--- src/hw/rtl/pqdws_pkg.sv ---
// ----------------------------------------------------------------------------
// pqdws_pkg
// Types and constants shared by the dispatch window synchronizer.
// ----------------------------------------------------------------------------
`default_nettype none

package pqdws_pkg;

    localparam int QID_W   = 32;
    localparam int WIN_W   = 11;
    localparam int PHASE_W = 10;
    localparam int CNT_W   = 64;
    localparam int NS_W    = 64;

    localparam logic [WIN_W-1:0] WINDOW_LIMIT = 11'd1024;

    typedef enum logic [1:0] {
        OP_DISPATCH  = 2'd0,
        OP_WAIT_DONE = 2'd1,
        OP_CLEAR     = 2'd2,
        OP_RSVD      = 2'd3
    } opcode_t;

    typedef enum logic [0:0] {
        CFG_WINDOW_SIZE = 1'b0,
        CFG_COUNTING_EN = 1'b1
    } cfg_index_t;

    // search word walking down the table
    typedef struct packed {
        logic               go;
        logic               hit;
        logic               free;
        logic [PHASE_W-1:0] phase;
    } srch_t;

    // table write command broadcast to every cell
    typedef struct packed {
        logic               clr;
        logic               wr;
        logic               fresh;
        logic [PHASE_W-1:0] phase;
    } upd_t;

endpackage

`default_nettype wire

--- src/hw/rtl/pqdws_if.sv ---
// ----------------------------------------------------------------------------
// pqdws_in_if / pqdws_out_if
// Valid/ready channels for event words and result words.
// ----------------------------------------------------------------------------
`default_nettype none

interface pqdws_in_if
    import pqdws_pkg::*;
();
    logic                valid;
    logic                ready;
    opcode_t             opcode;
    logic [QID_W-1:0]    queue_id;
    logic [NS_W-1:0]     wait_ns;

    modport source (output valid, opcode, queue_id, wait_ns, input ready);
    modport sink   (input valid, opcode, queue_id, wait_ns, output ready);
endinterface

interface pqdws_out_if
    import pqdws_pkg::*;
();
    logic                valid;
    logic                ready;
    logic                wait_now;
    logic [CNT_W-1:0]    dispatches_seen;
    logic [CNT_W-1:0]    waits_seen;
    logic [CNT_W-1:0]    wait_time_total;
    logic [CNT_W-1:0]    wait_time_max;

    modport source (output valid, wait_now, dispatches_seen, waits_seen, wait_time_total,
                    wait_time_max, input ready);
    modport sink   (input valid, wait_now, dispatches_seen, waits_seen, wait_time_total,
                    wait_time_max, output ready);
endinterface

`default_nettype wire

--- src/hw/rtl/pqdws_cell.sv ---
// ----------------------------------------------------------------------------
// pqdws_cell
// One table entry plus one stage of the lookup chain.
// ----------------------------------------------------------------------------
`default_nettype none

module pqdws_cell
    import pqdws_pkg::*;
#(
    parameter int KEY_W    = 32,
    parameter int IDX_W    = 5,
    parameter int CELL_IDX = 0
) (
    input  wire logic             clk,
    input  wire logic             rst_n,
    input  wire logic [KEY_W-1:0] key,
    input  wire logic             sel,
    input  wire upd_t             upd,
    input  wire srch_t            srch_in,
    input  wire logic [IDX_W-1:0] hit_idx_in,
    input  wire logic [IDX_W-1:0] free_idx_in,
    output srch_t                 srch_out,
    output logic [IDX_W-1:0]      hit_idx_out,
    output logic [IDX_W-1:0]      free_idx_out
);

    localparam logic [IDX_W-1:0] MY_IDX = IDX_W'(CELL_IDX);

    logic               valid_reg;
    logic [KEY_W-1:0]   queue_reg;
    logic [PHASE_W-1:0] phase_reg;

    srch_t              srch_reg, srch_next;
    logic [IDX_W-1:0]   hit_idx_reg, hit_idx_next;
    logic [IDX_W-1:0]   free_idx_reg, free_idx_next;

    // first hit wins; otherwise remember the first empty entry
    always_comb
    begin
        srch_next     = srch_in;
        hit_idx_next  = hit_idx_in;
        free_idx_next = free_idx_in;
        if (srch_in.go && !srch_in.hit)
        begin
            if (valid_reg && (queue_reg == key))
            begin
                srch_next.hit   = 1'b1;
                srch_next.phase = phase_reg;
                hit_idx_next    = MY_IDX;
            end
            else if (!valid_reg && !srch_in.free)
            begin
                srch_next.free = 1'b1;
                free_idx_next  = MY_IDX;
            end
        end
    end

    always_ff @(posedge clk or negedge rst_n)
    begin
        if (!rst_n)
        begin
            srch_reg  <= '0;
            valid_reg <= 1'b0;
        end
        else
        begin
            srch_reg <= srch_next;
            if (upd.clr)
            begin
                valid_reg <= 1'b0;
            end
            else if (sel && upd.wr)
            begin
                valid_reg <= 1'b1;
            end
        end
    end

    always_ff @(posedge clk)
    begin
        hit_idx_reg  <= hit_idx_next;
        free_idx_reg <= free_idx_next;
        if (sel && upd.wr)
        begin
            if (upd.fresh)
            begin
                queue_reg <= key;
            end
            phase_reg <= upd.phase;
        end
    end

    assign srch_out     = srch_reg;
    assign hit_idx_out  = hit_idx_reg;
    assign free_idx_out = free_idx_reg;

endmodule

`default_nettype wire

--- src/hw/rtl/per_queue_dispatch_window_sync.sv ---
// ----------------------------------------------------------------------------
// per_queue_dispatch_window_sync
// Counts dispatches per command queue and flags when a wait is due.
// ----------------------------------------------------------------------------
// One event word is taken at a time. A counted dispatch walks a search word
// down a chain of TABLE_ENTRIES cells, one cell per cycle, then writes the
// chosen entry before its result word is loaded; wait-done, clear, unused
// opcodes and uncounted dispatches skip the chain. A result word is loaded
// into the output register only once that register is empty or being taken
// by the sink. The next event word can be accepted as soon as the current
// result sits in the output register, even if the sink has not taken it yet.
// Configuration writes are only allowed while no event is in flight.
`default_nettype none

module per_queue_dispatch_window_sync
    import pqdws_pkg::*;
#(
    parameter int TABLE_ENTRIES = 32,
    parameter int QUEUE_ID_BITS = 32
) (
    input  wire logic             clk,
    input  wire logic             rst_n,
    input  wire logic             cfg_wr_en,
    input  wire cfg_index_t       cfg_index,
    input  wire logic [WIN_W-1:0] cfg_data,
    pqdws_in_if.sink              cmd,
    pqdws_out_if.source           rsp
);

    localparam int KEY_W = (QUEUE_ID_BITS < QID_W) ? QUEUE_ID_BITS : QID_W;
    localparam int IDX_W = (TABLE_ENTRIES > 1) ? $clog2(TABLE_ENTRIES) : 1;

    typedef enum logic [3:0] {
        S_IDLE = 4'b0001,
        S_EXEC = 4'b0010,
        S_SRCH = 4'b0100,
        S_RESP = 4'b1000
    } state_t;

    state_t state_reg, state_next;

    // configuration
    logic [WIN_W-1:0] win_reg;
    logic             cnt_en_reg;
    logic             active;

    // latched event word
    opcode_t          op_reg;
    logic [KEY_W-1:0] qid_reg;
    logic [NS_W-1:0]  ns_reg;

    // counters
    logic [CNT_W-1:0] disp_reg, waits_reg, sum_reg, peak_reg;
    logic             wait_now_reg;

    // result word
    logic             rsp_valid_reg;
    logic             rsp_wait_now_reg;
    logic [CNT_W-1:0] rsp_disp_reg, rsp_waits_reg, rsp_sum_reg, rsp_peak_reg;

    // lookup chain
    srch_t            chain_srch [TABLE_ENTRIES+1];
    logic [IDX_W-1:0] chain_hit  [TABLE_ENTRIES+1];
    logic [IDX_W-1:0] chain_free [TABLE_ENTRIES+1];
    srch_t            end_srch;
    logic [TABLE_ENTRIES-1:0] sel;
    upd_t             upd;
    logic [IDX_W-1:0] slot;
    logic [PHASE_W-1:0] cur_phase;
    logic [WIN_W-1:0] phase_inc;
    logic             wrap;
    logic             start;
    logic             out_free;

    assign active   = cnt_en_reg && (win_reg != '0) && (win_reg <= WINDOW_LIMIT);
    assign start    = (state_reg == S_EXEC) && (op_reg == OP_DISPATCH) && active;
    assign out_free = !rsp_valid_reg || rsp.ready;
    assign cmd.ready = (state_reg == S_IDLE);

    assign chain_srch[0] = '{go: start, hit: 1'b0, free: 1'b0, phase: '0};
    assign chain_hit[0]  = '0;
    assign chain_free[0] = '0;

    for (genvar gi = 0; gi < TABLE_ENTRIES; gi++)
    begin : g_cell
        assign sel[gi] = (slot == IDX_W'(gi));

        pqdws_cell #(
            .KEY_W    (KEY_W),
            .IDX_W    (IDX_W),
            .CELL_IDX (gi)
        ) u_cell (
            .clk          (clk),
            .rst_n        (rst_n),
            .key          (qid_reg),
            .sel          (sel[gi]),
            .upd          (upd),
            .srch_in      (chain_srch[gi]),
            .hit_idx_in   (chain_hit[gi]),
            .free_idx_in  (chain_free[gi]),
            .srch_out     (chain_srch[gi+1]),
            .hit_idx_out  (chain_hit[gi+1]),
            .free_idx_out (chain_free[gi+1])
        );
    end

    // resolve the walk: hit, else first empty entry, else entry 0
    always_comb
    begin
        end_srch  = chain_srch[TABLE_ENTRIES];
        if (end_srch.hit)
        begin
            slot = chain_hit[TABLE_ENTRIES];
        end
        else if (end_srch.free)
        begin
            slot = chain_free[TABLE_ENTRIES];
        end
        else
        begin
            slot = '0;
        end
        cur_phase = end_srch.hit ? end_srch.phase : '0;
        phase_inc = {1'b0, cur_phase} + WIN_W'(1);
        // >= also catches a phase left over from a larger window
        wrap      = (phase_inc >= win_reg);

        upd.clr   = (state_reg == S_EXEC) && (op_reg == OP_CLEAR);
        upd.wr    = (state_reg == S_SRCH) && end_srch.go;
        upd.fresh = !end_srch.hit;
        upd.phase = wrap ? '0 : phase_inc[PHASE_W-1:0];
    end

    always_comb
    begin
        state_next = state_reg;
        unique case (state_reg)
            S_IDLE:
            begin
                if (cmd.valid)
                begin
                    state_next = S_EXEC;
                end
            end
            S_EXEC:
            begin
                state_next = start ? S_SRCH : S_RESP;
            end
            S_SRCH:
            begin
                if (end_srch.go)
                begin
                    state_next = S_RESP;
                end
            end
            S_RESP:
            begin
                if (out_free)
                begin
                    state_next = S_IDLE;
                end
            end
            default:
            begin
                state_next = S_IDLE;
            end
        endcase
    end

    always_ff @(posedge clk or negedge rst_n)
    begin
        if (!rst_n)
        begin
            state_reg  <= S_IDLE;
            win_reg    <= '0;
            cnt_en_reg <= 1'b0;
        end
        else
        begin
            state_reg <= state_next;
            if (cfg_wr_en)
            begin
                unique case (cfg_index)
                    CFG_WINDOW_SIZE: win_reg    <= cfg_data;
                    CFG_COUNTING_EN: cnt_en_reg <= cfg_data[0];
                    default:         cnt_en_reg <= cnt_en_reg;
                endcase
            end
        end
    end

    always_ff @(posedge clk)
    begin
        if (cmd.valid && cmd.ready)
        begin
            op_reg  <= cmd.opcode;
            qid_reg <= cmd.queue_id[KEY_W-1:0];
            ns_reg  <= cmd.wait_ns;
        end
    end

    always_ff @(posedge clk or negedge rst_n)
    begin
        if (!rst_n)
        begin
            disp_reg     <= '0;
            waits_reg    <= '0;
            sum_reg      <= '0;
            peak_reg     <= '0;
            wait_now_reg <= 1'b0;
        end
        else if (state_reg == S_EXEC)
        begin
            wait_now_reg <= 1'b0;
            unique case (op_reg)
                OP_DISPATCH:
                begin
                    if (active)
                    begin
                        disp_reg <= disp_reg + CNT_W'(1);
                    end
                end
                OP_WAIT_DONE:
                begin
                    waits_reg <= waits_reg + CNT_W'(1);
                    sum_reg   <= sum_reg + ns_reg;
                    if (ns_reg > peak_reg)
                    begin
                        peak_reg <= ns_reg;
                    end
                end
                OP_CLEAR:
                begin
                    disp_reg  <= '0;
                    waits_reg <= '0;
                    sum_reg   <= '0;
                    peak_reg  <= '0;
                end
                default:
                begin
                    peak_reg <= peak_reg;
                end
            endcase
        end
        else if (upd.wr)
        begin
            wait_now_reg <= wrap;
        end
    end

    // output register
    always_ff @(posedge clk or negedge rst_n)
    begin
        if (!rst_n)
        begin
            rsp_valid_reg <= 1'b0;
        end
        else if ((state_reg == S_RESP) && out_free)
        begin
            rsp_valid_reg <= 1'b1;
        end
        else if (rsp.ready)
        begin
            rsp_valid_reg <= 1'b0;
        end
    end

    always_ff @(posedge clk)
    begin
        if ((state_reg == S_RESP) && out_free)
        begin
            rsp_wait_now_reg <= wait_now_reg;
            rsp_disp_reg     <= disp_reg;
            rsp_waits_reg    <= waits_reg;
            rsp_sum_reg      <= sum_reg;
            rsp_peak_reg     <= peak_reg;
        end
    end

    assign rsp.valid           = rsp_valid_reg;
    assign rsp.wait_now        = rsp_wait_now_reg;
    assign rsp.dispatches_seen = rsp_disp_reg;
    assign rsp.waits_seen      = rsp_waits_reg;
    assign rsp.wait_time_total = rsp_sum_reg;
    assign rsp.wait_time_max   = rsp_peak_reg;

endmodule

`default_nettype wire

--- src/flat_wrapper.sv ---
// flat-port wrapper written by rule: the top's interface ports become plain ports
module per_queue_dispatch_window_sync_flat import pqdws_pkg::*;
#(
    parameter int TABLE_ENTRIES = 32,
    parameter int QUEUE_ID_BITS = 32
)
  (clk, rst_n, cfg_wr_en, cfg_index, cfg_data, cmd_valid, cmd_opcode, cmd_queue_id, cmd_wait_ns, cmd_ready, rsp_valid, rsp_wait_now, rsp_dispatches_seen, rsp_waits_seen, rsp_wait_time_total, rsp_wait_time_max, rsp_ready);
  pqdws_in_if cmd_i ();
  pqdws_out_if rsp_i ();
  input  wire logic clk;
  input  wire logic rst_n;
  input  wire logic cfg_wr_en;
  input  wire cfg_index_t cfg_index;
  input  wire logic [WIN_W-1:0] cfg_data;
  input wire logic [$bits(cmd_i.valid)-1:0] cmd_valid;
  input wire logic [$bits(cmd_i.opcode)-1:0] cmd_opcode;
  input wire logic [$bits(cmd_i.queue_id)-1:0] cmd_queue_id;
  input wire logic [$bits(cmd_i.wait_ns)-1:0] cmd_wait_ns;
  output wire logic [$bits(cmd_i.ready)-1:0] cmd_ready;
  output wire logic [$bits(rsp_i.valid)-1:0] rsp_valid;
  output wire logic [$bits(rsp_i.wait_now)-1:0] rsp_wait_now;
  output wire logic [$bits(rsp_i.dispatches_seen)-1:0] rsp_dispatches_seen;
  output wire logic [$bits(rsp_i.waits_seen)-1:0] rsp_waits_seen;
  output wire logic [$bits(rsp_i.wait_time_total)-1:0] rsp_wait_time_total;
  output wire logic [$bits(rsp_i.wait_time_max)-1:0] rsp_wait_time_max;
  input wire logic [$bits(rsp_i.ready)-1:0] rsp_ready;
  assign cmd_i.valid = cmd_valid;
  assign cmd_i.opcode = cmd_opcode;
  assign cmd_i.queue_id = cmd_queue_id;
  assign cmd_i.wait_ns = cmd_wait_ns;
  assign cmd_ready = cmd_i.ready;
  assign rsp_valid = rsp_i.valid;
  assign rsp_wait_now = rsp_i.wait_now;
  assign rsp_dispatches_seen = rsp_i.dispatches_seen;
  assign rsp_waits_seen = rsp_i.waits_seen;
  assign rsp_wait_time_total = rsp_i.wait_time_total;
  assign rsp_wait_time_max = rsp_i.wait_time_max;
  assign rsp_i.ready = rsp_ready;
  per_queue_dispatch_window_sync #(.TABLE_ENTRIES(TABLE_ENTRIES), .QUEUE_ID_BITS(QUEUE_ID_BITS)) u_core (.clk(clk), .rst_n(rst_n), .cfg_wr_en(cfg_wr_en), .cfg_index(cfg_index), .cfg_data(cfg_data), .cmd(cmd_i), .rsp(rsp_i));
endmodule
--- config.mk ---
export PLATFORM = sky130hd
export DESIGN_NAME = per_queue_dispatch_window_sync_flat
export DESIGN_NICKNAME = d
export VERILOG_FILES = /design/src/hw/rtl/pqdws_pkg.sv /design/src/hw/rtl/pqdws_if.sv /design/src/hw/rtl/pqdws_cell.sv /design/src/hw/rtl/per_queue_dispatch_window_sync.sv /design/src/flat_wrapper.sv
export SDC_FILE = /design/constraint.sdc
export NUM_CORES = 2
export LEC_CHECK = 0
export ABC_AREA = 1
export ABC_CLOCK_PERIOD_IN_PS = 34200
export BUFFER_PORTS_ARGS = -buffer_cell sky130_fd_sc_hd__buf_2
export CAP_MARGIN = 5
export CORE_MARGIN = 1
export CORE_UTILIZATION = 50
export DETAILED_ROUTE_END_ITERATION = 10
export GPL_TIMING_DRIVEN = 1
export HOLD_SLACK_MARGIN = 0.06
export PLACE_DENSITY = 0.67
export SYNTH_ARGS = -nofsm -noshare
export SYNTH_HDL_FRONTEND = slang
export SYNTH_SLANG_ARGS = --single-unit
--- constraint.sdc ---
create_clock -name clk -period 34.2 [get_ports clk]
set_input_delay 6.84 -clock clk [delete_from_list [all_inputs] [get_ports clk]]
set_output_delay 6.84 -clock clk [all_outputs]
set_load 0.03 [all_outputs]
==> flow_summary.yaml <==
worst_setup_path:
  cpMostUsedCell: "buf_4"
  start_kind: "input pin"
  endpoint_kind: "flop"
  cp_max_fo: 79
  required_ns: 34.71
  path_class: "input pin to flop"
  critPathMaxStageDelay_ns: 0.84
  cp_slowest_cell: "buf_4"
  arrival_ns: 10.39
  path_cells: "buf_2 -> nor2_1 -> nor2_4 -> buf_4 -> buf_4 -> buf_4"
pwr:
  intPower_w: 0.00599
  cellLeakagePower_nw: 51.9
  pwr-share-clk: 0.364
  p_switching_w: 0.00254
  peakVddDrop_uv: 50.7
  power.share.sequential: 0.451
  power_w: 0.00853
  power_density_mw_per_mm2: 67.1
  swShare: 0.298
  pwr-share-comb: 0.185
placement:
  dpl_cell_area_mm2: 0.118
  place_congestion: 0.968
  port_buffers: 373
  place_hpwl_um: 208000
  dp_slack_ns: 23.37
clock_network:
  cts_buffers: 294
  insertion_delay_ns: 0.94
  clk_pin_slew_ns: 0.06
  cts_buffer_depth: 4
  cts_max_level: 5
  clock_sink_count: 2679
  ctsResizeCount: 0
  post-cts-setup-buffer-count: 0
  postCtsHoldBufs: 0
  cts_tree: "done"
  cts_root_buffer: "clkbuf_16"
die:
  core_mm2: 0.223
  start_util: 0.503
  die_w_um: 475
  fp.dieArea_mm2: 0.226
  die_h_um: 475
  io_pins: 374
  rows: 173
final_layout:
  largest_reg_flops: 1024
  drive_gt1_frac: 0.132
  num-nets-final: 10620
  area_growth_pct: 13.5
  final_cell_area_mm2: 0.127
synthesis:
  yosysUniqueCellTypes: 73
  synthArstFlopShare: 0.270
  synthFlopType: "edfxtp_1"
  synthesis.nets: 10062
  ys_seq_area_frac: 0.663
  synth_cells: 9802
  synth_edf_count: 1699
  avgSynthCellArea_um2: 11.4
  yosysWarnings: 0
  synth.cell_area_mm2: 0.112
  ys_ff_latch: 2679
sta:
  rsz0062_at_grt: "no"
  tightestPinTransition_ns: 1.25
  setup_ws_ns: 24.32
  period_share: 0.289
  setup_viol: 0
  timing.hold.ws_ns: 0.352
  fmax_mhz: 101
  drv_slew: 0
  slew_headroom: 0.161
  final_hold_viol_count: 0
  finalSetupTns_ns: 0
  fin_crit_ns: 9.88
  fin_worst_skew_ns: 0.0715
job:
  cap_violations: 0
drt:
  wl_per_cell_um: 23.1
  drt-vias-per-instance: 5.48
  drt-total-wl_um: 313000
  drt_pre_antenna_iters: 6
  drt-initial-drc-count: 7346
  vias: 74305
  drc: 0
  ant_nets: 0
global_route:
  grt_use_total: 0.276
  grt-ovfl-total: 0
  grt_pass1_vias: 72273
  grt_pass1_wl_um: 462000
  antenna_found_initial: 13
  grt_max_degree: 179
run_status:
  status: "finished, final reports clean"
min_path:
  hold_class: "flop to flop"
## final timing paths
kind | from | end | slack [ns] | cells after the start
hold / removal | u_core.g_cell[4].u_cell.srch_out[12]$_DFF_PN0_ | u_core.g_cell[5].u_cell.srch_out[12]$_DFF_PN0_ | 0.35 | 0
max in group asynchronous | rst_n | u_core.g_cell[11].u_cell.valid_reg$_DFFE_PN0P_ | 24.85 | 4
setup / recovery | rsp_ready | u_core.rsp.wait_time_total[56]$_DFFE_PP_ | 24.32 | 6
min in group asynchronous | rst_n | u_core.disp_reg[10]$_DFFE_PN0P_ | 5.99 | 1
setup reg to reg | u_core.state_reg[1]$_DFFE_PN0P_ | u_core.rsp.wait_time_total[56]$_DFFE_PP_ | 29.50 | 8
hold reg to reg | u_core.g_cell[4].u_cell.srch_out[12]$_DFF_PN0_ | u_core.g_cell[5].u_cell.srch_out[12]$_DFF_PN0_ | 0.35 | 0
## power groups by stage
stage	clock network, W	logic (W)	registers [W]
after global placement	0	0.00154	0.00391
after detailed placement	0	0.00156	0.00391
after CTS	0.00315	0.00157	0.00384
after floorplan	0	0.000955	0.00391
after global routing	0.00327	0.00173	0.00386
final	0.00311	0.00158	0.00385
## cell usage in the layout, fill, tap and decap left out, types with 39 or more instances in the layout
master and instances:
nand2_1 1634, buf_4 168, nor2_1 937, clkbuf_1 57
nand4_1 191, nor3_1 187, nor3b_1 47, edfxtp_1 1699
o22ai_1 50, nand3_1 385, clkinv_1 41, dfrtp_1 720
nand3b_1 43, xnor2_1 364, dfxtp_1 258, ha_1 143
a21oi_1 332, clkbuf_16 302, mux2_2 44, clkbuf_8 39
o21ai_0 343, or2_2 220, xor2_1 390, o21bai_1 40
nor4_1 137, inv_1 1008, buf_2 372, nor2_2 39
## stage by stage
step | std cells | utilization
floorplan | 9802 | -
global placement | 13039 | 0.529
detailed placement | 13039 | 0.529
CTS | 13560 | 0.571
global route | 13561 | 0.571
finish | 13562 | 0.571
## critical path, delay by kind of cell
family / cells / cell delay, ns
buf+inv: 4 / 2.54
simple gates: 2 / 0.82
## per-layer routing
| layer | GRT usage | share of wire | vias up |
|---|---|---|---|
| li1 | - | - | 34146 |
| met1 | 0.376 | 0.42 | 36569 |
| met2 | 0.452 | 0.47 | 2948 |
| met3 | 0.0358 | 0.066 | 640 |
| met4 | 0.106 | 0.039 | 2 |
| met5 | 0 | 0.000048 | - |
## final cells by class
cell class | count | area (µm²)
clock buffer | 398 | 8310
inverter | 1027 | 3860
timing repair buffer | 557 | 3460
tap | 2975 | 3720
antenna | 2 | 5.00
multi-input combinational | 5801 | 32300
sequential | 2679 | 74300
fill | 18255 | 95400
clock inverter | 123 | 1160
## Yosys cell counts (all sizes together) (3+ instances only)
cell type  count  area [µm²]
a211oi        11        82.6
ha           144        1800
a22oi          6        45.0
or3            3        18.8
edfxtp      1699       51000
nor3b         48         365
nand3b        43         323
nand3        393        2030
mux2          70         886
buf          214        1520
and3          18         113
a22o          19         166
nor3         195        1000
nor2        1000        3800
a32oi          3        26.3
nor4b         11        96.3
xnor2        369        3280
or2          221        1380
a221oi        14         123
dfrtp        721       18000
inv         1026        3860
clkbuf        81         305
a31oi          5        31.3
o2111ai       12         105
a21boi         3        22.5
a21oi        332        1660
xor2         390        3420
o21bai        40         300
o31ai         29         218
nand4        192        1210
nor4         147        1020
o21a          10        75.1
o221ai         4        35.0
o21ai        362        1810
o22ai         50         313
nand2       1639        6160
a21o           3        22.5
dfxtp        258        5160
and2           7        43.8
## kinds of logic after synthesis
family / after synthesis / share of synthesized area
buf+inv: 1322 / 0.0508
compound gates: 907 / 0.0453
flops: 2679 / 0.663
fa+ha+maj: 145 / 0.0163
simple gates: 3920 / 0.157
mux: 70 / 0.00791
xor+xnor: 759 / 0.0598
Power figures use the tool's default switching activity.
